===== src/gctb_pkg.sv =====
`timescale 1ns / 1ps
// shared types and constants of the gradient colour table builder
package gctb_pkg;

    // colour channels and packed entries
    localparam int CH_W  = 8;
    localparam int N_CH  = 4;
    localparam int COL_W = CH_W * N_CH;

    // interpolation weight, 256 stands for one
    localparam int K_W = 9;
    localparam logic [K_W-1:0] K_ONE = 9'd256;

    // divider step counter
    localparam int KCNT_W = 4;

    // stop offset, signed q2.16 in 18 bits (sign bit counted)
    localparam int OFF_W    = 18;
    localparam int OFF_FRAC = 16;

    // opacity register
    localparam int OPA_W = 9;
    localparam logic [OPA_W-1:0] OPA_RST = 9'd256;

    // request kinds carried in tuser bit 0
    localparam logic MODE_LOAD = 1'b0;
    localparam logic MODE_READ = 1'b1;

    // input tdata layout
    localparam int IN_TDATA_W = 64;
    localparam int OFF_LSB    = 0;
    localparam int RED_LSB    = 18;
    localparam int GREEN_LSB  = 26;
    localparam int BLUE_LSB   = 34;
    localparam int ALPHA_LSB  = 42;
    localparam int INDEX_LSB  = 50;
    localparam int INDEX_W    = 8;

    // input tuser layout
    localparam int IN_TUSER_W = 2;
    localparam int USER_MODE  = 0;
    localparam int USER_NEW   = 1;

    // divider status toward the sequencer
    typedef struct packed {
        logic busy;
        logic done;
    } t_div_stat;

endpackage


===== src/gctb_blend.sv =====
`timescale 1ns / 1ps
// four-lane linear blend of two packed colours by a weight in 1/256 steps
module gctb_blend
    import gctb_pkg::*;
(
    input  logic [COL_W-1:0] i_base,
    input  logic [COL_W-1:0] i_end,
    input  logic [K_W-1:0]   i_k,
    output logic [COL_W-1:0] o_colour
);

    genvar g;

    // per channel: (b*256 + (e-b)*k) >> 8, never negative for k up to one
    for (g = 0; g < N_CH; g++) begin : g_lane
        logic signed [CH_W:0]         ch_diff;
        logic signed [CH_W+K_W+1:0]   ch_prod;
        logic signed [CH_W+K_W+1:0]   ch_sum;

        always_comb begin
            ch_diff = $signed({1'b0, i_end[g*CH_W +: CH_W]})
                    - $signed({1'b0, i_base[g*CH_W +: CH_W]});
            ch_prod = (CH_W+K_W+2)'(ch_diff * $signed({1'b0, i_k}));
            ch_sum  = $signed((CH_W+K_W+2)'({i_base[g*CH_W +: CH_W], 8'd0})) + ch_prod;
        end

        assign o_colour[g*CH_W +: CH_W] = ch_sum[CH_W+7:8];
    end

endmodule


===== config.mk =====
export PLATFORM = sky130hd
export DESIGN_NAME = gctb_blend
export DESIGN_NICKNAME = d
export VERILOG_FILES = /design/src/gctb_pkg.sv /design/src/gctb_blend.sv
export SDC_FILE = /design/constraint.sdc
export NUM_CORES = 1
export LEC_CHECK = 0
export BUFFER_PORTS_ARGS = -buffer_cell sky130_fd_sc_hd__buf_2
export CAP_MARGIN = 5
export CORE_ASPECT_RATIO = 2
export CORE_MARGIN = 2
export CORE_UTILIZATION = 30
export DETAILED_ROUTE_END_ITERATION = 16
export MAX_ROUTING_LAYER = met4
export PLACE_DENSITY = 0.47
export SLEW_MARGIN = 5
export SYNTH_ARGS = -nofsm -noshare
export SYNTH_HDL_FRONTEND = slang
export SYNTH_SLANG_ARGS = --single-unit

===== constraint.sdc =====
create_clock -name vclk -period 15.5
set_input_delay 3.1 -clock vclk [all_inputs]
set_output_delay 3.1 -clock vclk [all_outputs]
set_load 0.005 [all_outputs]

==> summary.txt <==
Global route
  • Antenna violations before repair: 0
  • Grt total ovfl: 0
  • Largest net degree at the start of global routing: 37
  • GRT Util Overall: 14.2%
  • First-pass GRT wire length: 45,100 um
  • Vias in the first global route: 9,170

Die
  • Initial Util: 30.3%
  • Die Height: 280 um
  • Chip Width: 142 um
  • Die area: 39,700 um^2
  • Cell row count: 101
  • Ports: 105
  • Core Box Area: 37,700 um^2

Clock network
  • Cts repair resizes: 0
  • Post-CTS Setup Bufs: 0
  • Hold_buf cts: 0

Route
  • DRC Markers: 0
  • DR WL/cell: 14.3 um
  • Post-DRT Antenna Nets: 0
  • Routed WL: 26,300 um
  • DR vias: 8,400
  • First DRT Iteration DRCs: 230
  • Vias per cell: 4.56
  • Detailed Routing Iterations Pass 1: 4

Critical path
  • Worst Path Buf+Inv: 3
  • Startpoint class of the critical path: input pin
  • Critical path, cell by cell: buf_2, ha_1, fa_1, nor2b_1, o21a_1, nor2_1, xnor2_1, nand2_1, fa_1, inv_1, fa_1, fa_1, fa_1, fa_1, ha_1, o21ai_1, nor2_1, or4_1, o22a_2, a21oi_4, a21oi_2, xnor3_1, buf_2
  • Setup Crit Path Kind: input pin to primary output
  • CP max stage delay: 0.63 ns
  • CP delay by family, top: adder cells
  • Crit end category: primary output
  • Arrival time worst endpoint: 9.45 ns
  • CP max-delay cell: xnor2_1
  • CP required: 12.40 ns
  • Critical path's most frequent cell: fa_1
  • Maximum fanout along the worst path: 9

Cells and area
  • Share of layout cells above drive strength 1: 9.43%
  • Area Overhead vs Synth: 9.09%
  • # clk buffers: 0
  • Commonest non-fill, non-tap cells in the layout: inv_1 (303), fa_1 (228), ha_1 (164)
  • # diodes: 0
  • Total of fill cells in the finished design: 3,985
  • Register Area: 0 um^2
  • Final nets: 1,846
  • Area occupied by multi-input gates: 10,100 um^2
  • Seq Cell Count: 0
  • Commonest non-fill, non-tap cell in the layout: inv_1

Yosys
  • Post-synthesis cell area: 11,400 um^2
  • Sequential fraction of the synthesis area: 0%
  • Synthesized instance count: 1,298
  • YS warnings: 0
  • Syn_area_per_cell: 8.78 um^2
  • Distinct cells, synth: 52
  • Syn Nets: 1,763

STA
  • Pins Over Slew Limit: 0
  • Final Hold Viols: 0
  • Unrepaired setup endpoints after global routing: false
  • Worst slew pin tran: 0.950 ns
  • Period utilization: 81.0%
  • Post-route setup TNS: 0 ns
  • Final setup fails: 0
  • Post-route minimum period: 12.55 ns
  • Fmax achieved: 79.7 MHz
  • Slew HR: 36.7%

Place
  • HPWL Detailed: 21,900 um
  • PortBufs: 105
  • Placer Congestion: 0.792

Worst hold path
  • Hold Path Sink: o_colour[15]
  • Hold path cells: 6
  • HP Class: input pin to primary output
  • Hold path startpoint: i_base[15]

Flow run
  • Max-cap violation count: 0

Run status
  • Status: complete, no violations
[how the worst max path moves through the flow]
stage               slack [ns]      endpoint  cells after the start       start
finish                    2.95  o_colour[23]                     23  i_base[16]
global route              2.62  o_colour[15]                     24   i_base[9]
CTS                       2.89  o_colour[23]                     24  i_base[16]
detailed placement        2.92  o_colour[23]                     24  i_base[16]
global placement          3.06   o_colour[7]                     24   i_base[0]
floorplan                 3.83  o_colour[23]                     23   i_end[16]
[cell usage after synthesis (all sizes together) (6+ instances only)]
master	n	area share [%]
xnor2	55	4.2
nor2b	28	1.5
nand2b	69	3.8
xor2	17	1.3
nor3	8	0.35
or2	9	0.49
inv	303	10
ha	164	18
a31oi	6	0.33
nor2	56	1.8
fa	228	40
nand2	91	3.0
and2	127	7.0
clkbuf	29	0.95
a21oi	22	1.1
o21ai	19	0.83
o21a	13	0.86
[cells by family after synthesis]
group           Yosys count  share of synthesized area, %
simple gates            410                          19.5
fa+ha+maj               392                          58.0
buf+inv                 333                          11.0
compound gates           86                          5.15
xor+xnor                 75                          6.13
mux                       2                         0.176
[routing by layer]
| layer | GRT usage, % | vias to the layer above | part of all wire, % |
|---|---|---|---|
| li1 | - | 4069 | - |
| met1 | 18.7 | 4194 | 46 |
| met2 | 25.6 | 124 | 51 |
| met3 | 0.376 | 13 | 2.2 |
| met4 | 0.718 | 0 | 0.48 |
| met5 | - | - | 0 |
[per-stage QoR]
step                      util [%]  worst slack [ns]  instance area [um^2]  hold WS (ns)  cells
after floorplan                  -              3.83                 11400          6.44   1298
after global placement        33.0              3.06                 12400          6.94   1842
after detailed placement      33.0              2.92                 12400          6.94   1842
after CTS                     33.0              2.89                 12400          6.94   1842
after global routing          33.0              2.62                 12400          6.99   1842
final                         33.0              2.95                 12400          6.93   1842
[layout make-up]
type | instances | share of cell area (%)
multi-input combinational | 965 | 81.6
tap | 463 | 4.66
inverter | 303 | 9.15
timing repair buffer | 111 | 4.59
Power is left out: the tool's default activity adds up to more than one toggle a clock period on the data nets, which glitch-free logic cannot reach.
