File: config.mk
export PLATFORM = sky130hd
export DESIGN_NAME = gctb_div
export DESIGN_NICKNAME = d
export VERILOG_FILES = /design/src/gctb_pkg.sv /design/src/gctb_div.sv
export SDC_FILE = /design/constraint.sdc
export NUM_CORES = 1
export LEC_CHECK = 0
export BUFFER_PORTS_ARGS = -buffer_cell sky130_fd_sc_hd__buf_2
export CAP_MARGIN = 10
export CORE_ASPECT_RATIO = 0.9
export CORE_MARGIN = 3
export CORE_UTILIZATION = 30
export CTS_BUF_LIST = sky130_fd_sc_hd__clkbuf_8
export CTS_CLUSTER_SIZE = 28
export DETAILED_ROUTE_END_ITERATION = 12
export PLACE_DENSITY = 0.51
export SETUP_SLACK_MARGIN = 0.5
export SLEW_MARGIN = 20
export SYNTH_ARGS = -nofsm -noshare
export SYNTH_HDL_FRONTEND = slang
export SYNTH_SLANG_ARGS = --single-unit
export TNS_END_PERCENT = 20
File: constraint.sdc
create_clock -name i_clk -period 2.2 [get_ports i_clk]
set_input_delay 0 -clock i_clk [delete_from_list [all_inputs] [get_ports i_clk]]
set_output_delay 0 -clock i_clk [all_outputs]
set_load 0.03 [all_outputs]
File: src/gctb_pkg.sv
`timescale 1ns / 1ps
// shared types and constants of the gradient colour table builder
package gctb_pkg;

    // colour channels and packed entries
    localparam int CH_W  = 8;
    localparam int N_CH  = 4;
    localparam int COL_W = CH_W * N_CH;

    // interpolation weight, 256 stands for one
    localparam int K_W = 9;
    localparam logic [K_W-1:0] K_ONE = 9'd256;

    // divider step counter
    localparam int KCNT_W = 4;

    // stop offset, signed q2.16 in 18 bits (sign bit counted)
    localparam int OFF_W    = 18;
    localparam int OFF_FRAC = 16;

    // opacity register
    localparam int OPA_W = 9;
    localparam logic [OPA_W-1:0] OPA_RST = 9'd256;

    // request kinds carried in tuser bit 0
    localparam logic MODE_LOAD = 1'b0;
    localparam logic MODE_READ = 1'b1;

    // input tdata layout
    localparam int IN_TDATA_W = 64;
    localparam int OFF_LSB    = 0;
    localparam int RED_LSB    = 18;
    localparam int GREEN_LSB  = 26;
    localparam int BLUE_LSB   = 34;
    localparam int ALPHA_LSB  = 42;
    localparam int INDEX_LSB  = 50;
    localparam int INDEX_W    = 8;

    // input tuser layout
    localparam int IN_TUSER_W = 2;
    localparam int USER_MODE  = 0;
    localparam int USER_NEW   = 1;

    // divider status toward the sequencer
    typedef struct packed {
        logic busy;
        logic done;
    } t_div_stat;

endpackage

File: src/gctb_div.sv
`timescale 1ns / 1ps
// restoring divider that works out 256 / d one quotient bit per cycle
module gctb_div
    import gctb_pkg::*;
#(
    parameter int DW = 8
) (
    input  logic            i_clk,
    input  logic            i_rst_n,
    input  logic            i_start,
    input  logic [DW-1:0]   i_divisor,
    output t_div_stat       o_stat,
    output logic [K_W-1:0]  o_quo,
    output logic [DW-1:0]   o_rem
);

    logic              r_busy;
    logic              r_done;
    logic [KCNT_W-1:0] r_cnt;
    logic [DW-1:0]     r_div;
    logic [DW-1:0]     r_rem;
    logic [K_W-1:0]    r_quo;

    logic [DW:0]       trial;
    logic              ge;
    logic [DW:0]       diff;

    // one restoring step: bring down the next dividend bit and try to subtract
    always_comb begin
        trial = {r_rem, r_quo[K_W-1]};
        ge    = (trial >= {1'b0, r_div});
        diff  = trial - {1'b0, r_div};
    end

    // step control, dividend bits shift out as quotient bits shift in
    always_ff @(posedge i_clk) begin
        if (!i_rst_n) begin
            r_busy <= 1'b0;
            r_done <= 1'b0;
            r_cnt  <= '0;
        end else begin
            r_done <= 1'b0;
            if (i_start) begin
                r_busy <= 1'b1;
                r_cnt  <= '0;
                r_div  <= i_divisor;
                r_rem  <= '0;
                r_quo  <= K_ONE;
            end else if (r_busy) begin
                r_rem <= ge ? diff[DW-1:0] : trial[DW-1:0];
                r_quo <= {r_quo[K_W-2:0], ge};
                if (r_cnt == KCNT_W'(K_W - 1)) begin
                    r_busy <= 1'b0;
                    r_done <= 1'b1;
                end else begin
                    r_cnt <= r_cnt + 1'b1;
                end
            end
        end
    end

    assign o_stat.busy = r_busy;
    assign o_stat.done = r_done;
    assign o_quo       = r_quo;
    assign o_rem       = r_rem;

endmodule

==> impl_metrics.csv, run 1 <==
group,metric,value,unit
outcome,outcome,"finished, final reports clean",
timing,hold_viol,0,
yosys,synth_top_flop_cell,"edfxtp_1",
global_routing,first_global_vias,1397,
cts,cts_buffers,5,
cells_and_area,drive_gt1_share,35.44,%
timing,max_freq,491.1,MHz
setup_path,crit_type,"register to register",
setup_path,worst_ep_required_time,2330,ps
yosys,synth-xor-area-share,1.585,%
cts,numClockSinks,31,
route,drc,0,
yosys,ys_types,40,
route,antenna_left,0,
yosys,muxShareOfSynthArea,0,%
placed_design,dp_hpwl,2666,µm
die,ios,30,
placed_design,dp_slack,45.78,ps
yosys,synth_compound_area_share,14.04,%
route,wl_per_cell,14.84,µm
route,first_pass_iters,4,
timing,maxSlewViolCount,0,
cts,clk_latency,280,ps
cells_and_area,syn_to_final_growth,36.45,%
timing,finClkSkew,2.035,ps
route,routed_wl,4050,µm
pwr,cellPowerDensity,703.8,mW/mm²
timing,rsz0062_at_grt,"true",
cts,cts_tree,"done",
die,initial_core_util,31.36,%
die,core_area,0.005286,mm²
route,drt_iter0_drc,53,
die,die_w,84.36,µm
pwr,ir_drop,0.3419,mV
global_routing,antenna_found_initial,0,
cells_and_area,nets,227,
global_routing,grt_pass1_wl,6658,µm
yosys,yosysWarnings,0,
yosys,seq_area_frac_synth,52.53,%
route,via_per_inst,4.861,
yosys,synthArstFlopShare,0,%
setup_path,startpoint_type,"register",
yosys,synthCells,152,
timing,fin_tns_setup,0,ps
job,maxCapViolations,0,
yosys,syn_area_per_cell,10.91,µm²
timing,worst_pin_slew,474.5,ps
cts,clk_pin_slew,70,ps
timing,setup-violations-final,0,
yosys,synth_edf_count,25,
placed_design,io_buffers,29,
timing,slew_headroom,68.37,%
die,fp-row-count,25,
die,die_height,76.53,µm
timing,period_minus_slack,2036,ps
setup_path,cp-end-kind,"register",
cells_and_area,layout_commonest_cell,"buf_2",
setup_path,cp.arrival,2170,ps
yosys,synthAdderAreaFrac,8.755,%
yosys,synth-seq-cells,31,
yosys,netlist_area,0.001658,mm²
cts,root_buffer,"clkbuf_8",
global_routing,grt-ovfl-total,0,
cells_and_area,final_util,42.79,%
setup_path,crit_fanout,6,
timing,min_period_over_period,92.56,%
timing,setup_slack,163.6,ps
yosys,yosys.area_share.simple,16.98,%
pwr,p_leak,0.8954,nW
route,routed-via-count,1327,
cts,cts_htree_levels,2,
hold_path,worstHoldPathType,"input pin to register",
die,die_area,0.006456,mm²
yosys,syn_nets,174,
placed_design,gp_congestion,0.8035,
cells_and_area,diodes,0,
cells_and_area,final_cell_mix,"buf_2 (29), edfxtp_1 (25), inv_1 (16)",
global_routing,grt_max_degree,22,
global_routing,grt_util_all_layers,13.05,%
cts,cts.path.max_buffers,2,
yosys,synth_top_family_by_area,"simple AND/OR/NAND/NOR gates",
## sequential cells by signal, indices dropped and copies added, names as in the netlist
name and count:
r_busy 1, o_rem 8, o_quo 9, r_done 1, r_cnt 4, r_div 8
## through the flow
stage               cells  total power, mW  instance area, µm²  hold WS (ps)
floorplan             152            1.022                1748         98.87
global placement      245            1.108                1954         176.7
detailed placement    245            1.116                1954         178.4
CTS                   268            1.585                2191         216.3
global route          273            1.677                2262         249.6
finish                273            1.592                2262         215.3
## critical path, cell delays in order, from the launching register on
cell	delay [ps]
edfxtp_1	440
ha_4	300
nand2_1	60
or3_4	410
a31o_4	270
a211o_1	270
a21oi_2	140
## kinds of logic (layout without fill, tap and decap cells)
| logic type | after synthesis | after routing |
|---|---|---|
| and+or+nand+nor | 51 | 51 |
| DFF | 31 | 31 |
| buffers and inverters | 21 | 74 |
| AOI/OAI and AO/OA | 35 | 36 |
| xor gates and xnor gates | 3 | 3 |
| adders and majority gates | 11 | 11 |
## worst paths after layout
check / startpoint / slack [ps] / cells after the start / to
worst max-delay path: o_rem[0]$_SDFFCE_PP0P_ / 160 / 6 / o_rem[2]$_SDFFCE_PP0P_
worst min register to register: r_cnt[1]$_SDFFE_PP0P_ / 510 / 2 / r_cnt[1]$_SDFFE_PP0P_
worst min-delay path: i_start / 220 / 2 / o_quo[2]$_SDFFCE_PP0P_
worst max register to register: o_rem[0]$_SDFFCE_PP0P_ / 160 / 6 / o_rem[2]$_SDFFCE_PP0P_
## power breakdown
part	internal (mW)	total (mW)	switching, mW
Combinational	0.203	0.460	0.257
Sequential	0.685	0.712	0.0274
Clock	0.212	0.420	0.208
## cells in the mapped netlist (3+ instances only)
| library cell | count | share of area, % |
|---|---|---|
| a21boi_0 | 3 | 1.4 |
| o21ai_0 | 6 | 1.8 |
| ha_1 | 10 | 7.5 |
| or3_1 | 3 | 1.1 |
| nand3_1 | 10 | 3.0 |
| a21oi_1 | 11 | 3.3 |
| nor2b_1 | 8 | 3.0 |
| nand2_1 | 8 | 1.8 |
| buf_4 | 4 | 1.8 |
| edfxtp_1 | 25 | 45 |
| o2111ai_1 | 4 | 2.1 |
| inv_1 | 15 | 3.4 |
| nor2_1 | 7 | 1.6 |
| dfxtp_1 | 6 | 7.2 |
## per-layer routing
layer | routed length (µm) | vias to the layer above | GRT usage (%) | part of all wire [%]
met4 | 87 | 0 | 5.696 | 2.1
met1 | 1854 | 624 | 16.46 | 46
met3 | 199 | 9 | 2.919 | 4.9
met5 | 0 | - | 0 | 0
met2 | 1909 | 37 | 21.37 | 47
li1 | - | 657 | - | -
## layout make-up
class | instances | area, µm²
fillers | 528 | 3024
multi-input cells | 101 | 837.1
well taps | 67 | 83.83
repair buffers | 51 | 332.8
flip-flops and latches | 31 | 870.8
inverters | 15 | 56.30
clock inverters | 3 | 12.51
clock buffers | 5 | 68.82
## what timing repair did
| item | in CTS | in global routing |
|---|---|---|
| pin swaps | 1 | 2 |
| setup endpoints to repair | 9 | 9 |
| hold endpoints to repair | 9 | 0 |
| buffers inserted | 5 | 5 |
| cloned | 1 | 0 |
| hold buffers | 9 | 0 |
| resized for setup | 4 | 5 |
Note: power is estimated with default switching activity, not from simulation.
==> run 2: changes to the inputs <==
--- a/config.mk
+++ b/config.mk
@@ -5,6 +5,7 @@
 export SDC_FILE = /design/constraint.sdc
 export NUM_CORES = 1
 export LEC_CHECK = 0
+export ABC_AREA = 1
 export BUFFER_PORTS_ARGS = -buffer_cell sky130_fd_sc_hd__buf_2
 export CAP_MARGIN = 10
 export CORE_ASPECT_RATIO = 0.9
==> run 2 against run 1 <==
  * Power increased by 7.4%
  * Count of clock-buffer cells in the layout unchanged
  * Critical endpoint unchanged
  * Largest power group unchanged
  * Maximum frequency up 16%
  * Routed wire length shrank 3.5%
  * Cell count increased by 22%
==> impl_metrics.csv, run 2 <==
group,metric,value,unit
cells_and_area,drive_gt1_share,38.72,%
setup_path,startpoint_type,"register",
global_routing,grt_pass1_wl,6762,µm
yosys,netlist_top_cells_area,"edfxtp_1 (44%), nand2_1 (11%), inv_1 (8.7%)",
setup_path,crit_fanout,8,
cells_and_area,layout_commonest_cell,"inv_1",
global_routing,antenna_found_initial,0,
route,routed-via-count,1439,
yosys,netlist_area,0.001722,mm²
setup_path,worst_ep_required_time,2240,ps
timing,fin_tns_setup,0,ps
pwr,p_leak,1.161,nW
yosys,yosysMostFrequentCell,"nand2_1",
yosys,syn_nets,224,
global_routing,grt-ovfl-total,0,
placed_design,place_inst,294,
timing,hold_viol,0,
die,initial_core_util,31.82,%
route,drc,0,
cts,root_buffer,"clkbuf_8",
timing,period_minus_slack,1748,ps
yosys,synthArstFlopShare,0,%
yosys,netlist_top_cells_count,"nand2_1 (51), inv_1 (40), nor2_1 (33)",
yosys,yosysWarnings,0,
yosys,synthCells,202,
route,via_per_inst,4.321,
die,core_area,0.005411,mm²
cts,cts.path.max_buffers,2,
timing,maxSlewViolCount,0,
yosys,synth-seq-cells,31,
yosys,ys_types,27,
route,routed_wl,3908,µm
setup_path,cp-end-kind,"register",
cts,cts_buffers,5,
cells_and_area,finalNonFillerCells,333,
pwr,cellPowerDensity,692.2,mW/mm²
cells_and_area,largest_reg_flops,9,
route,antenna_left,0,
cts,cts_htree_levels,2,
yosys,synth_top_flop_cell,"edfxtp_1",
timing,max_freq,572.0,MHz
yosys,yosysTopAreaCell,"edfxtp_1",
global_routing,grt_max_degree,18,
yosys,syn_area_per_cell,8.523,µm²
pwr,ir_drop,0.4787,mV
outcome,outcome,"finished, final reports clean",
route,drt_iter0_drc,60,
cts,clk_pin_slew,80,ps
route,first_pass_iters,4,
global_routing,grt_util_all_layers,13.11,%
yosys,seq_area_frac_synth,50.58,%
timing,setup-violations-final,0,
global_routing,first_global_vias,1447,
timing,finClkSkew,10.97,ps
hold_path,worstHoldPathType,"input pin to register",
timing,min_period_over_period,79.47,%
timing,slew_headroom,71.88,%
setup_path,cp.arrival,1780,ps
placed_design,dp_slack,302.6,ps
cells_and_area,syn_to_final_growth,43.46,%
placed_design,gp_congestion,0.7713,
placed_design,dp_hpwl,2588,µm
cts,numClockSinks,31,
yosys,synth_edf_count,25,
die,ios,30,
timing,worst_pin_slew,421.3,ps
cts,cts_tree,"done",
timing,whs,15.82,ps
cts,clk_latency,290,ps
route,wl_per_cell,11.74,µm
die,die_area,0.006685,mm²
timing,rsz0062_at_grt,"true",
yosys,synth_top_area_share,43.60,%
setup_path,crit_type,"register to register",
job,maxCapViolations,0,
die,die_w,85.85,µm
cells_and_area,diodes,0,
die,die_height,77.87,µm
cells_and_area,final_cell_mix,"inv_1 (37), nand2_1 (35), buf_2 (29)",
timing,setup_slack,451.6,ps
cells_and_area,nets,287,
cells_and_area,final_util,45.64,%
placed_design,io_buffers,29,
die,fp-row-count,25,
## run 2: cell types whose count changed after synthesis, moves of 3 or more
cell	delta
a21boi_0	-3
a21oi_1	-6
inv_1	+25
nand2_1	+43
nor2_1	+26
nor2b_1	-8
o2111ai_1	-4
o21ai_0	-3
or3_1	-3
## run 2: kinds of logic (layout without fill, tap and decap cells)
| group | Yosys count | in the layout | share of synthesized area [%] |
|---|---|---|---|
| buf+inv | 45 | 109 | 10.75 |
| xor+xnor | 3 | 3 | 1.526 |
| compound gates | 10 | 10 | 3.270 |
| fa+ha+maj | 11 | 11 | 8.430 |
| flops | 31 | 31 | 50.58 |
| simple gates | 102 | 102 | 25.44 |
## run 2: repair_timing
action	4_1_cts	5_1_grt
pin swaps	21	14
setup buffers	20	3
endpoints found under the setup margin	9	9
hold endpoints to repair	8	0
hold buffers	8	0
resized for setup	15	18
## run 2: layer usage
metal / part of all wire, % / track usage (%)
met2: 45 / 19.41
met5: 0 / 0
met1: 50 / 17.81
met3: 4.0 / 4.034
met4: 1.4 / 5.063
## run 2: layout make-up
type	instances	area, µm²
Fill cell	549	2942
Sequential cell	31	870.8
Multi-Input combinational cell	126	850.8
Timing Repair Buffer	61	429.2
Inverter	40	150.1
Tap cell	67	83.83
Clock buffer	5	68.82
Clock inverter	3	16.27
## run 2: final timing paths
check	start	end	slack, ps	depth (start not counted)
setup / recovery	o_rem[3]$_SDFFCE_PP0P_	o_rem[2]$_SDFFCE_PP0P_	450	11
hold / removal	i_rst_n	r_busy$_SDFF_PN0_	20	3
setup reg to reg	o_rem[3]$_SDFFCE_PP0P_	o_rem[2]$_SDFFCE_PP0P_	450	11
hold reg to reg	r_busy$_SDFF_PN0_	r_done$_SDFF_PP0_	480	2
## run 2: report_power, final
group | switching [mW] | total [mW] | leakage [nW] | internal (mW)
registers | 0.0250 | 0.710 | 0.290 | 0.685
logic | 0.307 | 0.562 | 0.825 | 0.254
clock network | 0.222 | 0.438 | 0.0453 | 0.216
## run 2: per-stage QoR
stage	area, µm²	total power [mW]
floorplan	1814	1.039
global placement	2016	1.129
detailed placement	2016	1.127
CTS	2385	1.688
global route	2470	1.827
finish	2470	1.710
## run 2: worst max-delay path: stages (launching register included)
cell	delay (ps)
edfxtp_1	440
ha_4	340
nand2_4	70
inv_2	50
nand2_2	50
nand2_2	70
nand2_2	70
nand4_4	120
buf_12	130
nand2_1	60
nand2_1	60
nor2_1	50
==> run 3: changes to the inputs <==
--- a/config.mk
+++ b/config.mk
@@ -14,7 +14,7 @@
 export CTS_BUF_LIST = sky130_fd_sc_hd__clkbuf_8
 export CTS_CLUSTER_SIZE = 28
 export DETAILED_ROUTE_END_ITERATION = 12
-export PLACE_DENSITY = 0.51
+export PLACE_DENSITY = 0.53
 export SETUP_SLACK_MARGIN = 0.5
 export SLEW_MARGIN = 20
 export SYNTH_ARGS = -nofsm -noshare
==> constraint.sdc (replaced) <==
create_clock -name i_clk -period 1.5 [get_ports i_clk]
set_input_delay 0 -clock i_clk [delete_from_list [all_inputs] [get_ports i_clk]]
set_output_delay 0 -clock i_clk [all_outputs]
set_load 0.03 [all_outputs]
==> run 3 against run 2 <==
  * Sequential power increased by 46%
  * Critical endpoint is now o_rem[4]$_SDFFCE_PP0P_
  * Maximum frequency increased by 1.7%
  * Sequential share of layout area down 1.4 points
  * Routed wire length down 3.8%
  * First-iteration DRC count fell by 32%
  * The run now ends with negative setup slack left
==> impl_metrics.csv, run 3 (synthesis gave the netlist of run 2 again) <==
group,metric,value,unit
cts,cts.path.max_buffers,2,
cells_and_area,final_area,0.002591,mm²
cells_and_area,nets,289,
die,die_height,77.87,µm
outcome,outcome,"complete, but fails checks",
cts,clk_latency,280,ps
timing,period_minus_slack,1719,ps
cells_and_area,drive_gt1_share,42.16,%
route,wl_per_cell,11.23,µm
setup_path,startpoint_type,"register",
pwr,ir_drop,0.4835,mV
hold_path,hold_start,"i_rst_n",
timing,setup-violations-final,9,
pwr,power_frac_comb,32.7,%
cells_and_area,largest_reg_flops,9,
timing,maxSlewViolCount,0,
cts,root_buffer,"clkbuf_8",
cts,clk_pin_slew,70,ps
die,die_area,0.006685,mm²
timing,finClkSkew,3.730,ps
global_routing,grt_util_all_layers,11.82,%
pwr,p_leak,1.200,nW
setup_path,crit_fanout,12,
global_routing,busiest_layer,"met2",
job,maxCapViolations,0,
cts,cts_tree,"done",
route,routed-via-count,1442,
timing,worst_pin_slew,354.5,ps
timing,slew_headroom,76.34,%
hold_path,whs_path_depth,3,
cells_and_area,layout_commonest_cell,"nand2_1",
placed_design,dp_hpwl,2716,µm
global_routing,grt_pass1_wl,6223,µm
placed_design,gp_congestion,0.7849,
timing,rsz0062_at_grt,"true",
die,die_w,85.85,µm
route,via_per_inst,4.304,
timing,max_freq,581.7,MHz
cts,cts_buffers,5,
die,fp-row-count,25,
cells_and_area,final_cell_mix,"nand2_1 (38), inv_1 (33), nor2_1 (28)",
cts,numClockSinks,31,
outcome,violations,"negative setup slack",
cts,cts_htree_levels,2,
global_routing,first_global_vias,1418,
setup_path,timing.rr.start,"o_rem[3]$_SDFFCE_PP0P_",
global_routing,grtUsageMet1,15.96,%
setup_path,worst_ep_required_time,1540,ps
cells_and_area,finalNonFillerCells,335,
timing,setup_slack,-219.2,ps
placed_design,io_buffers,29,
pwr,p_switching,790.2,µW
route,first_pass_iters,4,
timing,min_period_over_period,114.6,%
route,drc,0,
setup_path,cp-end-kind,"register",
pwr,cellPowerDensity,985.0,mW/mm²
pwr,clkPwrFrac,26.4,%
cells_and_area,diodes,0,
pwr,p_sw_share,30.96,%
global_routing,antenna_found_initial,0,
global_routing,grt.met3_usage,3.609,%
setup_path,cp-startpoint,"o_rem[3]$_SDFFCE_PP0P_",
global_routing,grt-ovfl-total,0,
route,routed_wl,3761,µm
pwr,seqPwrFrac,40.9,%
global_routing,grt_max_degree,18,
setup_path,reg2reg_depth,11,
placed_design,placed_area,0.002183,mm²
route,drt_iter0_drc,41,
setup_path,reg2reg_slack,-220,ps
setup_path,cp.arrival,1760,ps
setup_path,crit_type,"register to register",
hold_path,worstHoldPathType,"input pin to register",
die,ios,30,
global_routing,met2_usage,18.01,%
cells_and_area,syn_to_final_growth,50.51,%
die,initial_core_util,31.82,%
pwr,p_int,1.762,mW
placed_design,place_inst,314,
route,antenna_left,0,
die,core_area,0.005411,mm²
timing,hold_viol,0,
-- run 3: layout make-up --
cell class | count | area (µm²)
Fill cell | 531 | 2820
Multi-Input combinational cell | 126 | 885.9
Sequential cell | 31 | 877.1
Timing Repair Buffer | 63 | 498.0
Inverter | 40 | 155.1
Tap cell | 67 | 83.83
Clock buffer | 6 | 82.58
Clock inverter | 2 | 8.758
-- run 3: stage by stage --
step                total power, mW  setup TNS, ps  hold WS [ps]  worst slack [ps]  util [%]
finish                        2.552          -1620         18.56            -219.2     47.88
global route                  2.706          -2575         53.46            -325.5     47.88
global placement              1.741          -2137         176.4            -289.6     40.35
floorplan                     1.528          -5074         98.87            -331.1         -
detailed placement            1.742          -2168         178.4            -313.9     40.35
CTS                           2.507          -1557         10.93            -206.5     44.92
-- run 3: per-layer routing --
layer  routed length (µm)  share of wire (%)
met1                 1848                 49
met3                  166                4.4
met4                   28               0.74
met5                    0                  0
met2                 1717                 46
-- run 3: power groups by stage --
| stage | clock [mW] | combinational, mW | sequential, mW |
|---|---|---|---|
| after floorplan | 0 | 0.397 | 1.13 |
| after global placement | 0 | 0.686 | 1.05 |
| after detailed placement | 0 | 0.688 | 1.05 |
| after CTS | 0.696 | 0.771 | 1.04 |
| after global routing | 0.729 | 0.927 | 1.05 |
| final | 0.675 | 0.834 | 1.04 |
-- run 3: worst paths after layout --
check / to
worst min-delay path: r_busy$_SDFF_PN0_
worst max register to register: o_rem[4]$_SDFFCE_PP0P_
worst min register to register: r_cnt[1]$_SDFFE_PP0P_
worst max-delay path: o_rem[4]$_SDFFCE_PP0P_
-- run 3: repair_timing --
item                                    in CTS  in global routing
pin swaps                                    3                 11
endpoints found under the setup margin      38                 40
hold buffers                                 8                  0
resized for setup                           11                 61
hold endpoints to repair                     8                  0
buffers inserted                             3                  2
gates cloned                                 0                  0
-- run 3: worst max-delay path: stages (launching register included) --
cell and delay (ps):
edfxtp_1 430, ha_4 340, nand2_4 70, inv_1 50, nand2_1 40, nand2_1 80, nand2_2 70, nand4_4 90
buf_12 140, nand2_1 60, nand2_1 60, nor2_1 40
